$ cat src/design/fully_assoc_cache_tree_plru_core_macros.svh
// Assertion macros for the fully associative tree-PLRU tag store.
// Used by the datapath; expects clk and rst_n in the including scope.
`ifndef FULLY_ASSOC_CACHE_TREE_PLRU_CORE_MACROS_SVH
`define FULLY_ASSOC_CACHE_TREE_PLRU_CORE_MACROS_SVH

// Same-cycle implication, disabled during reset.
`define FATP_ASSERT_IMP(lbl, ante, cons, msg) \
  lbl: assert property (@(posedge clk) disable iff (!rst_n) (ante) |-> (cons)) \
    else $error(msg);

// Next-cycle implication, disabled during reset.
`define FATP_ASSERT_NXT(lbl, ante, cons, msg) \
  lbl: assert property (@(posedge clk) disable iff (!rst_n) (ante) |=> (cons)) \
    else $error(msg);

`endif

$ cat src/design/fatp_pkg.sv
// Package for the fully associative tree-PLRU tag store.
// Holds field widths, default geometry and controller/datapath signal groups.
`default_nettype none
package fatp_pkg;

  localparam int ADDR_W        = 64;
  localparam int LINE_IDX_W    = 9;
  localparam int COUNT_W       = 32;
  localparam int DEF_LINE_BYTES  = 32;
  localparam int DEF_CACHE_BYTES = 16384;

  typedef struct packed {
    logic clr;
    logic load;
    logic scan;
    logic hit_take;
    logic touch;
    logic walk_start;
    logic walk_wr;
    logic fill;
    logic emit;
  } cmd_t;

  typedef struct packed {
    logic clr_last;
    logic scan_hit;
    logic scan_miss;
    logic touch_last;
    logic walk_last;
    logic out_free;
  } status_t;

endpackage
`default_nettype wire

$ cat src/design/fatp_ctrl.sv
// Controller state machine for the tree-PLRU tag store.
// Depends on fatp_pkg; drives datapath commands from its status.
`default_nettype none
module fatp_ctrl (
  input  wire logic              clk,
  input  wire logic              rst_n,
  input  wire logic              in_valid,
  output logic                   in_ready,
  output fatp_pkg::cmd_t         cmd,
  input  wire fatp_pkg::status_t st
);

  typedef enum logic [2:0] {
    S_CLEAR,
    S_IDLE,
    S_SCAN,
    S_TOUCH,
    S_WALK_RD,
    S_WALK_WR,
    S_FILL,
    S_EMIT
  } state_t;

  state_t state_r, state_nxt;

  always_comb begin
    cmd       = '0;
    state_nxt = state_r;
    in_ready  = 1'b0;
    unique case (state_r)
      S_CLEAR: begin
        cmd.clr = 1'b1;
        if (st.clr_last) state_nxt = S_IDLE;
      end
      S_IDLE: begin
        in_ready = 1'b1;
        if (in_valid) begin
          cmd.load  = 1'b1;
          state_nxt = S_SCAN;
        end
      end
      S_SCAN: begin
        cmd.scan = 1'b1;
        priority if (st.scan_hit) begin
          cmd.hit_take = 1'b1;
          state_nxt    = S_TOUCH;
        end else if (st.scan_miss) begin
          cmd.walk_start = 1'b1;
          state_nxt      = S_WALK_RD;
        end
      end
      S_TOUCH: begin
        cmd.touch = 1'b1;
        if (st.touch_last) state_nxt = S_EMIT;
      end
      S_WALK_RD: begin
        state_nxt = S_WALK_WR;
      end
      S_WALK_WR: begin
        cmd.walk_wr = 1'b1;
        state_nxt   = st.walk_last ? S_FILL : S_WALK_RD;
      end
      S_FILL: begin
        cmd.fill  = 1'b1;
        state_nxt = S_EMIT;
      end
      S_EMIT: begin
        if (st.out_free) begin
          cmd.emit  = 1'b1;
          state_nxt = S_IDLE;
        end
      end
      default: state_nxt = S_CLEAR;
    endcase
  end

  always_ff @(posedge clk) begin
    if (!rst_n) begin
      state_r <= S_CLEAR;
    end else begin
      state_r <= state_nxt;
    end
  end

endmodule
`default_nettype wire

$ cat config.mk
export PLATFORM = sky130hd
export DESIGN_NAME = fatp_ctrl
export DESIGN_NICKNAME = d
export VERILOG_FILES = /design/src/design/fully_assoc_cache_tree_plru_core_macros.svh /design/src/design/fatp_pkg.sv /design/src/design/fatp_ctrl.sv
export SDC_FILE = /design/constraint.sdc
export NUM_CORES = 1
export LEC_CHECK = 0
export ABC_AREA = 0
export BUFFER_PORTS_ARGS = -buffer_cell sky130_fd_sc_hd__buf_2
export CAP_MARGIN = 20
export CORE_AREA = 2 2 39 41
export DETAILED_ROUTE_END_ITERATION = 10
export DIE_AREA = 0 0 41 43
export GPL_ROUTABILITY_DRIVEN = 0
export HOLD_SLACK_MARGIN = 0.06
export SYNTH_ARGS = -nofsm -noshare
export SYNTH_HDL_FRONTEND = slang
export SYNTH_SLANG_ARGS = --single-unit
$ cat constraint.sdc
create_clock -name clk -period 2.07 [get_ports clk]
set_input_delay 0.5175 -clock clk [delete_from_list [all_inputs] [get_ports clk]]
set_output_delay 0.5175 -clock clk [all_outputs]
set_load 0.05 [all_outputs]
==> Yosys cells after proc, flatten, opt, wreduce, memory -nomap -nowiden <==
Index checks and enable logic that the tools add are counted.
{ "classes": {"n_eq_ne": 12, "mux": 22, "reduce_logical": 2} }
{ "op_table": {"columns": ["op", "n"], "rows": [
  ["case mux 3 bit (8 select lines)", 1],
  ["2-to-1 mux 3 bit", 6],
  ["2-to-1 mux 1 bit", 13],
  ["== test 3 bit (second input constant)", 4],
  ["inequality test 2 bit (second input constant)", 4],
  ["== test 3 x 2 -> 1 bit (second input constant)", 2],
  ["AND reduction 5 bit", 1],
  ["2-to-1 mux 2 bit", 2],
  ["== test 3 x 1 -> 1 bit (second input constant)", 1],
  ["zero test 3 bit", 1],
  ["inequality test 3 bit (second input constant)", 1]
]} }
{ "word_totals": {"ff_bits": 3, "inputBits": 9, "out_inout_bits": 10, "elab_cells": 37} }

==> Logic depth before layout (Yosys ltp) <==
Gate-level depths: netlist (run 1).
{ "logic_depth": {"depth_word": 3, "mapped_depth": 5, "mapped_depth_nobuf": 4} }

==> Worst setup path after synthesis (run 1) <==
Ideal clock, no wire load.
{ "synth_timing": {"path_kind": "reg-to-output", "startpoint": "register state_r[0]", "endpoint": "output port cmd[3] (netlist bit)", "t_arrival_ps": 1877, "t_required_ps": 1553, "path_slack_ps": -325, "stages_incl_launch_ff": 4, "n_path_buf": 0, "path_cell_list": "dfxtp_1 -> nand2b_1 -> nand2b_1 -> nor3b_1"} }
{ "synth_rtl": {"columns": ["item", "line_no", "text"], "rows": [
  ["start, declared", "fatp_ctrl.sv:24", "state_t state_r, state_nxt;"],
  ["start signal, assigned", "fatp_ctrl.sv:81", "state_r <= state_nxt;"],
  ["end, declared", "fatp_ctrl.sv:9", "output fatp_pkg::cmd_t cmd,"]
]} }

==> flow_summary_export.csv, run 1 <==
group,metric,value,unit
outcome,status,"finished, final reports clean",
final_layout,relative_area_change_from_synthesis_to_final_layout,44.9,%
clock_tree,cts.sinks,3,
setup_path,cp_num_cells,4,
clock_tree,worst_skew_pair.late_latency,0.23,ns
detailed_routing,vias,334,
synthesis,synth.yosys.seq_area_share,18.9,%
setup_path,endpoint_kind,"primary output",
detailed_routing,first_pass_iters,2,
die,die_h,43,um
global_routing,global_route.overflow_total,0,
setup_path,endpoint_arrival_time_on_the_critical_path,1.43,ns
die,design.portCount,19,
synthesis,postSynthCellCount,40,
pwr,power_leakage,0.213,nW
detailed_routing,detail_route.wl_per_cell,10.5,um
global_routing,grt_util_all_layers,10.2,%
final_layout,flip_flop_count_of_the_largest_register_after_layout,3,
final_layout,top_regs,"state_r x3",
final_layout,seqCellArea,61.3,um2
synthesis,postSynthRegisterBits,3,
final_layout,count_of_non_filler_cells_in_the_finished_layout,77,
setup_path,crit_slowest_cell,"dfxtp_1",
clock_tree,numCtsBuffers,3,
setup_path,path_cells,"nand2b_1, nand2b_1, nor3b_2, clkbuf_4",
detailed_routing,post_drt_via_cell_ratio,4.34,
clock_tree,clk_root_buffer_cell,"clkbuf_4",
timing,finalCritPeriodShare,94.1,%
setup_path,cp-endpoint,"cmd[3]",
timing,worst_slew_pin_slew,0.271,ns
setup_path,worstSetupStartpoint,"state_r[0]",
synthesis,average_cell_area_after_synthesis,7.95,um2
pwr,worst_vdd_drop,0.585,mV
global_routing,grt_antenna_before_repair,0,
timing,drv_slew,0,
clock_tree,path_clk_slew,0.04,ns
setup_path,regToRegEndpoint,"state_r[1]",
final_layout,max_flop_register,"state_r",
global_routing,first_pass_grt_wire_length,1190,um
setup_path,critical_path.startpoint_type,"flop",
hold_path,min_path_type,"flop to flop",
die,floorplan.die_area,0.00176,mm2
setup_path,critical_path.max_stage_delay,0.37,ns
detailed_routing,finalWirelength,808,um
final_layout,multiInputGateArea,239,um2
final_layout,final_layout_size_suffix_gt1_share,52.5,%
detailed_routing,detail_route.wirelength.met1,339,um
setup_path,reg2regPathDepth,3,
synthesis,synth-warning-count,0,
synthesis,synth_nets,49,
detailed_routing,detail_route.drc_violations,0,
setup_path,worstSetupPathType,"flop to primary output",
die,placeableCoreArea,0.00138,mm2
final_layout,layout.nets,71,
setup_path,worst-path-max-fanout,8,
flow_run,maxCapViolCount,0,
die,die_width,41,um
die,row_count,14,
detailed_routing,highest-signal-layer,"met3",
final_layout,most-common-layout-cells,"16 x buf_2, 8 x nor2_1, 5 x nand2b_1, 5 x clkbuf_4, 3 x nand2_1",
timing,post-route-worst-setup-slack,0.122,ns
setup_path,critical-path-top-delay-family,"simple AND/OR/NAND/NOR gates",
synthesis,netlist_area,318,um2
setup_path,worst_r2r_startpoint,"state_r[0]",
final_layout,final_common_cell,"buf_2",
detailed_routing,met3RoutedLength,67,um
clock_tree,post_cts_hold_buffer_count,0,
setup_path,cp_data_required_time,1.55,ns
timing,maximum_clock_frequency,513,MHz
detailed_routing,post_route_ant_nets,0,
detailed_routing,wl_met2,400,um
clock_tree,ctsHtreeMaxLevel,1,
placement,place.detailed.hpwl,624,um
global_routing,first_global_vias,298,
clock_tree,clock_path_buffers,2,
setup_path,crit_path_frequent_cell,"nand2b_1",
placement,port_buffers,18,
final_layout,fill_cells,163,
final_layout,num_antenna_cells,0,
timing,finalHoldViolCount,0,
pwr,power_density_normalized_to_cell_area,919,mW/mm2
synthesis,ys_types,22,
placement,post-place-cells,73,
timing,period_minus_slack,1.95,ns
placement,pre_cts_slack,0.274,ns
detailed_routing,iteration_0_drc_markers,2,
global_routing,grt_max_degree,11,
timing,slew_headroom,81.9,%
setup_path,setup.reg_to_reg.worst_slack,0.87,ns
timing,timing.final.setup_violations,0,
clock_tree,cts_tree,"built",
setup_path,cp_num_buf_inv,1,
clock_tree,post-cts-setup-buffers,0,
timing,clock-skew-final,0.00466,ns
die,initial_standard_cell_utilization_of_the_core,23.0,%
power by group:
part | internal (mW) | switching [mW]
Clock | 0.0722 | 0.0302
Sequential | 0.0697 | 0.0193
Combinational | 0.0778 | 0.154
Total | 0.220 | 0.204
logic make-up (layout without fill, tap and decap cells):
family	after synthesis	count (layout)	synth area share (%)
flops	3	3	18.9
mux	1	1	3.15
buf+inv	5	26	8.66
simple gates	23	23	41.7
compound gates	8	8	27.6
worst reg2reg max path, delay by kind of cell (launching register included):
| kind | cells | cell delay, ns |
|---|---|---|
| multiplexers | 1 | 0.23 |
| AO/OA/AOI/OAI | 1 | 0.28 |
| AND/OR/NAND/NOR | 1 | 0.17 |
| flip-flops | 1 | 0.45 |
Yosys cell counts, drive strengths merged:
cell     number  area [um2]
a21boi        1        7.51
a41oi         1        8.76
and2          2        12.5
buf           2        16.3
dfxtp         3        60.1
inv           3        11.3
mux2i         1        10.0
nand2         3        11.3
nand2b        5        31.3
nor2          9        33.8
nor3          1        5.00
nor3b         3        38.8
o2111a        1        11.3
o2111ai       1        15.0
o21ai         2        21.3
o21bai        1        7.51
o311ai        1        16.3
layer usage:
| metal | track usage, % | vias up |
|---|---|---|
| met3 | 6.28 | 0 |
| met5 | 0 | - |
| met2 | 16.3 | 14 |
| met4 | 2.00 | 0 |
| li1 | - | 179 |
| met1 | 11.2 | 141 |
repair_timing:
action,CTS,global route
hold endpoints to repair,0,0
gates resized for setup,0,3
endpoints found under the setup margin,0,2
worst min-delay path by stage:
stage / from / endpoint / slack, ns / cells past startpoint
floorplan: state_r[1] / state_r[1] / 0.56 / 3
global placement: state_r[1] / state_r[1] / 0.58 / 2
detailed placement: state_r[1] / state_r[1] / 0.60 / 2
CTS: rst_n / state_r[0] / 0.58 / 2
global route: rst_n / state_r[0] / 0.58 / 2
finish: state_r[1] / state_r[1] / 0.54 / 2
per-stage QoR:
stage	TNS (ns)	hold WS, ns	instance area (um2)	power (mW)	util [%]
after global placement	0	0.576	428	0.317	30.9
after CTS	0	0.582	454	0.426	32.8
after global routing	-0.00561	0.584	460	0.453	33.3
after detailed placement	0	0.598	428	0.320	30.9
final	0	0.542	460	0.423	33.3
after floorplan	0	0.563	327	0.277	-
cell type report:
cell class	instances	area share, %
Tap cell	16	4.35
Sequential cell	3	13.3
Clock buffer	4	5.71
Multi-Input combinational cell	32	51.9
Timing Repair Buffer	19	22.3
Inverter	3	2.45
No activity file was read; power rests on OpenSTA's default activity.
==> run 2: changes to the inputs <==
==> constraint.sdc (replaced) <==
create_clock -name clk -period 1.6 [get_ports clk]
set_input_delay 0.4 -clock clk [delete_from_list [all_inputs] [get_ports clk]]
set_output_delay 0.4 -clock clk [all_outputs]
set_load 0.05 [all_outputs]
==> run 2 against run 1 <==
  * Critical path depth is the same
  * Register-to-register slack lost 0.46 ns
  * Clock power grew 28%
  * Sequential power grew 29%
  * Routed wire length grew 11%
  * Non-clock buffer count grew 4
  * Combinational power grew 71%
  * Hold slack lost 0.10 ns
  * Utilization grew 9.2 points
  * Clock skew shrank 0.0045 ns
  * The flow now finishes with violations (negative setup slack)
  * Global-route usage grew 1.5 points
  * Sequential cell count is the same
==> flow_summary_export.csv, run 2 (synthesized netlist as in run 1, its figures left out) <==
group,metric,value,unit
timing,post-route-worst-setup-slack,-0.0358,ns
clock_tree,path_clk_slew,0.04,ns
timing,slew_headroom,83.5,%
final_layout,relative_area_change_from_synthesis_to_final_layout,85.0,%
clock_tree,clk_root_buffer_cell,"clkbuf_4",
pwr,totalPowerFinal,0.641,mW
setup_path,cp_data_required_time,1.20,ns
placement,post-place-cells,77,
global_routing,grt_max_degree,8,
global_routing,grt_util_all_layers,11.7,%
timing,finalCritPeriodShare,102,%
global_routing,first_pass_grt_wire_length,1340,um
final_layout,max_flop_register,"state_r",
placement,place.detailed.hpwl,689,um
final_layout,final_layout_size_suffix_gt1_share,72.3,%
detailed_routing,first_pass_iters,2,
timing,rsz_0062_raised_after_global_routing,"yes",
global_routing,global_route.overflow_total,0,
setup_path,critical-path-top-delay-family,"simple AND/OR/NAND/NOR gates",
setup_path,setup.reg_to_reg.worst_slack,0.41,ns
pwr,power_leakage,0.262,nW
setup_path,crit_path_frequent_cell,"nand2b_4",
detailed_routing,post_route_ant_nets,0,
clock_tree,cts_tree,"built",
timing,period_minus_slack,1.64,ns
detailed_routing,post_drt_via_cell_ratio,4.40,
die,placeableCoreArea,0.00138,mm2
clock_tree,post-cts-setup-buffers,0,
final_layout,num_antenna_cells,0,
final_layout,final_area,588,um2
pwr,worst_vdd_drop,0.332,mV
timing,timing.final.setup_violations,2,
placement,port_buffers,18,
clock_tree,post_cts_hold_buffer_count,0,
timing,maximum_clock_frequency,611,MHz
setup_path,crit_slowest_cell,"dfxtp_2",
hold_path,timing.hold.worst_endpoint,"state_r[0]",
setup_path,path_cells,"nand2b_4, nand2b_4, nor3b_4, buf_6",
die,initial_standard_cell_utilization_of_the_core,23.0,%
final_layout,count_of_non_filler_cells_in_the_finished_layout,81,
clock_tree,clock_path_buffers,2,
detailed_routing,vias,356,
flow_run,maxCapViolCount,0,
outcome,failed_checks,"negative setup slack",
detailed_routing,finalWirelength,899,um
timing,clock-skew-final,0.000167,ns
clock_tree,ctsHtreeMaxLevel,1,
die,design.portCount,19,
detailed_routing,detail_route.wl_per_cell,11.1,um
setup_path,regToRegEndpoint,"state_r[2]",
setup_path,critical_path.max_stage_delay,0.33,ns
clock_tree,numCtsBuffers,3,
global_routing,grt_antenna_before_repair,0,
die,die_width,41,um
pwr,power_density_normalized_to_cell_area,1090,mW/mm2
final_layout,most-common-layout-cells,"8 x clkbuf_4, 8 x buf_2, 5 x nor2_1, 5 x buf_4, 4 x buf_6",
hold_path,min_path_type,"primary input to flop",
detailed_routing,detail_route.drc_violations,0,
placement,placedInstanceArea,477,um2
hold_path,min_from,"rst_n",
global_routing,first_global_vias,338,
timing,finalHoldViolCount,0,
outcome,status,"complete, but fails checks",
detailed_routing,iteration_0_drc_markers,1,
die,die_h,43,um
setup_path,endpoint_kind,"primary output",
timing,finalHoldWorstSlack,0.439,ns
setup_path,worst-path-max-fanout,4,
setup_path,reg2regPathDepth,5,
timing,drv_slew,0,
die,row_count,14,
clock_tree,worst_skew_pair.late_latency,0.23,ns
timing,worst_slew_pin_slew,0.247,ns
setup_path,cp_num_buf_inv,1,
final_layout,layout.nets,75,
hold_path,hold_path_depth,2,
clock_tree,cts.sinks,3,
setup_path,worstSetupPathType,"flop to primary output",
die,floorplan.die_area,0.00176,mm2
final_layout,top_regs,"state_r x3",
setup_path,endpoint_arrival_time_on_the_critical_path,1.24,ns
final_layout,finish.utilization,42.5,%
final_layout,flip_flop_count_of_the_largest_register_after_layout,3,
setup_path,worst_r2r_startpoint,"state_r[2]",
setup_path,critical_path.startpoint_type,"flop",
[run 2: metrics by stage]
stage | setup TNS (ns) | worst slack (ns)
detailed placement | 0 | 0.0797
global route | -0.164 | -0.0762
finish | -0.0403 | -0.0358
global placement | 0 | 0.112
floorplan | -0.247 | -0.206
CTS | -0.0238 | -0.0152
[run 2: timing repair]
action / 4_1_cts / 5_1_grt
setup endpoints to repair: 7 / 10
pin swaps: 2 / 0
gates resized for setup: 15 / 12
[run 2: power by group]
part	switching (mW)	leakage, nW	internal, mW
Combinational	0.231	0.221	0.165
Clock	0.0374	0.0150	0.0933
Sequential	0.0213	0.0261	0.0932
[run 2: how the worst max path moves through the flow]
stage / to / from / slack [ns] / depth (start not counted)
6_report: cmd[3] / state_r[0] / -0.04 / 4
5_1_grt: cmd[3] / state_r[0] / -0.08 / 4
4_1_cts: cmd[3] / state_r[0] / -0.02 / 4
3_5_place_dp: cmd[3] / state_r[0] / 0.08 / 4
3_3_place_gp: cmd[3] / state_r[0] / 0.11 / 4
2_1_floorplan: cmd[3] / state_r[0] / -0.21 / 3
[run 2: metal layers]
| layer | wire [um] | up-vias | GRT usage [%] |
|---|---|---|---|
| met1 | 354 | 159 | 10.9 |
| met3 | 56 | 0 | 4.71 |
| li1 | - | 186 | - |
| met4 | 0 | 0 | 8.00 |
| met2 | 489 | 11 | 19.4 |
| met5 | 0 | - | 0 |
[run 2: final cells by class]
type	instances	area [um2]
Sequential cell	3	66.3
Multi-Input combinational cell	32	289
Tap cell	16	20.0
Timing Repair Buffer	23	175
Inverter	3	11.3
Clock buffer	4	26.3
Fill cell	143	796
==> run 3: changes to the inputs <==
--- a/config.mk
+++ b/config.mk
@@ -6,12 +6,13 @@
 export NUM_CORES = 1
 export LEC_CHECK = 0
 export ABC_AREA = 0
-export BUFFER_PORTS_ARGS = -buffer_cell sky130_fd_sc_hd__buf_2
 export CAP_MARGIN = 20
 export CORE_AREA = 2 2 39 41
 export DETAILED_ROUTE_END_ITERATION = 10
 export DIE_AREA = 0 0 41 43
+export DONT_BUFFER_PORTS = 1
 export GPL_ROUTABILITY_DRIVEN = 0
+export GPL_TIMING_DRIVEN = 0
 export HOLD_SLACK_MARGIN = 0.06
 export SYNTH_ARGS = -nofsm -noshare
 export SYNTH_HDL_FRONTEND = slang
==> constraint.sdc (replaced) <==
create_clock -name clk -period 1.6 [get_ports clk]
set_input_delay 0.08 -clock clk [delete_from_list [all_inputs] [get_ports clk]]
set_output_delay 0.08 -clock clk [all_outputs]
set_load 0.05 [all_outputs]
==> run 3 against run 2 <==
  * The flow now finishes without violations
  * Combinational power shrank 15%
  * Via count shrank 15%
  * Global-route usage shrank 2.4 points
  * Sequential cell count is the same
  * Final cell count shrank 21%
  * Sequential share of layout area grew 2.2 points
  * Routed wire length shrank 17%
  * Critical path depth shrank 1
  * Sequential power shrank 6%
  * Clock-buffer cell count is the same
  * Design area shrank 23%
  * Utilization shrank 9.7 points
==> flow_summary_export.csv, run 3 (synthesized netlist as in run 1, its figures left out) <==
group,metric,value,unit
die,die_h,43,um
final_layout,top_regs,"state_r x3",
placement,post-place-cells,57,
setup_path,crit_slowest_cell,"nor2_1",
global_routing,first_pass_grt_wire_length,1040,um
pwr,totalPowerFinal,0.575,mW
setup_path,endpoint_arrival_time_on_the_critical_path,1.46,ns
final_layout,finish.utilization,32.8,%
setup_path,cp_data_required_time,1.52,ns
timing,worst_slew_pin_slew,0.888,ns
setup_path,critical_path.startpoint_type,"flop",
clock_tree,clock_path_buffers,2,
clock_tree,cts_tree,"built",
pwr,worst_vdd_drop,0.381,mV
placement,pre_cts_slack,0.00340,ns
placement,port_buffers,0,
detailed_routing,vias,304,
final_layout,relative_area_change_from_synthesis_to_final_layout,42.9,%
setup_path,critical_path.max_stage_delay,0.68,ns
clock_tree,path_clk_slew,0.03,ns
timing,timing.final.setup_violations,0,
global_routing,global_route.overflow_total,0,
detailed_routing,post_drt_via_cell_ratio,4.75,
die,initial_standard_cell_utilization_of_the_core,23.0,%
detailed_routing,detail_route.drc_violations,0,
clock_tree,worst_skew_pair.late_latency,0.23,ns
setup_path,path_cells,"buf_6, nand2_1, nor2_1",
timing,drv_slew,0,
placement,place.detailed.hpwl,544,um
die,row_count,14,
clock_tree,ctsHtreeMaxLevel,1,
clock_tree,cts.sinks,3,
clock_tree,clk_root_buffer_cell,"clkbuf_4",
setup_path,worstSetupPathType,"flop to primary output",
setup_path,worst-path-max-fanout,10,
setup_path,cp_num_buf_inv,1,
setup_path,endpoint_kind,"primary output",
clock_tree,post-cts-setup-buffers,0,
die,floorplan.die_area,0.00176,mm2
final_layout,final_common_cell,"nor2_1",
detailed_routing,first_pass_iters,4,
detailed_routing,iteration_0_drc_markers,2,
final_layout,count_of_non_filler_cells_in_the_finished_layout,64,
timing,finalCritPeriodShare,96.4,%
timing,finalHoldViolCount,0,
global_routing,grt_max_degree,11,
pwr,power_leakage,0.177,nW
clock_tree,numCtsBuffers,3,
final_layout,flip_flop_count_of_the_largest_register_after_layout,3,
global_routing,grt_util_all_layers,9.33,%
final_layout,seqCellArea,61.3,um2
die,placeableCoreArea,0.00138,mm2
final_layout,max_flop_register,"state_r",
final_layout,multiInputGateArea,282,um2
timing,maximum_clock_frequency,649,MHz
die,design.portCount,19,
timing,post-route-worst-setup-slack,0.0583,ns
pwr,power_density_normalized_to_cell_area,1260,mW/mm2
global_routing,first_global_vias,283,
setup_path,critical-path-top-delay-family,"simple AND/OR/NAND/NOR gates",
detailed_routing,post_route_ant_nets,0,
outcome,status,"finished, final reports clean",
timing,rsz_0062_raised_after_global_routing,"no",
final_layout,final_layout_size_suffix_gt1_share,45.8,%
detailed_routing,finalWirelength,745,um
timing,period_minus_slack,1.54,ns
flow_run,maxCapViolCount,0,
timing,finalHoldWorstSlack,0.124,ns
hold_path,min_path_type,"primary input to flop",
final_layout,num_antenna_cells,0,
final_layout,fill_cells,152,
global_routing,grt_antenna_before_repair,0,
timing,slew_headroom,40.6,%
detailed_routing,detail_route.wl_per_cell,11.6,um
final_layout,most-common-layout-cells,"6 x nor2_1, 3 x nand2b_4, 3 x nand2_1, 3 x clkbuf_4, 3 x dlygate4sd3_1",
die,die_width,41,um
timing,clock-skew-final,0.000715,ns
final_layout,layout.nets,58,
-- run 3: cell count changes in the layout (fill, tap and decap cells not counted), sizes merged --
cell,before,now
buf,18,3
clkbuf,9,4
dlygate4sd3,0,3
-- run 3: final cells by class --
cell class / instances / area share, %
Timing Repair Buffer: 4 / 8.26
Clock buffer: 4 / 5.79
Tap cell: 16 / 4.41
Inverter: 3 / 2.48
Buffer: 2 / 3.58
Multi-Input combinational cell: 32 / 62.0
Sequential cell: 3 / 13.5
-- run 3: timing repair --
action,4_1_cts,5_1_grt
hold buffers,3,0
endpoints found under the hold margin,3,0
resized for setup,8,5
pin swaps,1,3
endpoints found under the setup margin,6,3
-- run 3: final timing paths --
check	start	endpoint	slack (ns)	depth (start not counted)
setup / recovery	state_r[1]	cmd[4]	0.06	3
hold / removal	in_valid	state_r[1]	0.12	2
setup reg to reg	state_r[1]	state_r[2]	0.31	4
hold reg to reg	state_r[1]	state_r[1]	0.61	3
-- run 3: metrics by stage --
stage	area, um2	TNS [ns]
after floorplan	327	-0.00385
after global placement	347	-0.0648
after detailed placement	354	0
after CTS	433	-0.0895
after global routing	454	0
final	454	0
-- run 3: report_power, final --
part / internal (mW) / switching [mW]
clock network: 0.0933 / 0.0364
logic: 0.123 / 0.214
registers: 0.0903 / 0.0182
-- run 3: worst reg2reg max path, delay by kind of cell (launching register included) --
kind / cells / cell delay (ns)
and+or+nand+nor: 3 / 0.70
DFF: 1 / 0.32
buffers and inverters: 1 / 0.14
-- run 3: routing by layer --
layer | global-route usage, % | vias up | share of wire, % | wire [um]
met5 | 0 | - | 0 | 0
met4 | 10.0 | 0 | 0 | 0
met3 | 3.66 | 0 | 12 | 90
met2 | 13.8 | 14 | 51 | 381
met1 | 8.65 | 137 | 37 | 273
li1 | - | 153 | - | -
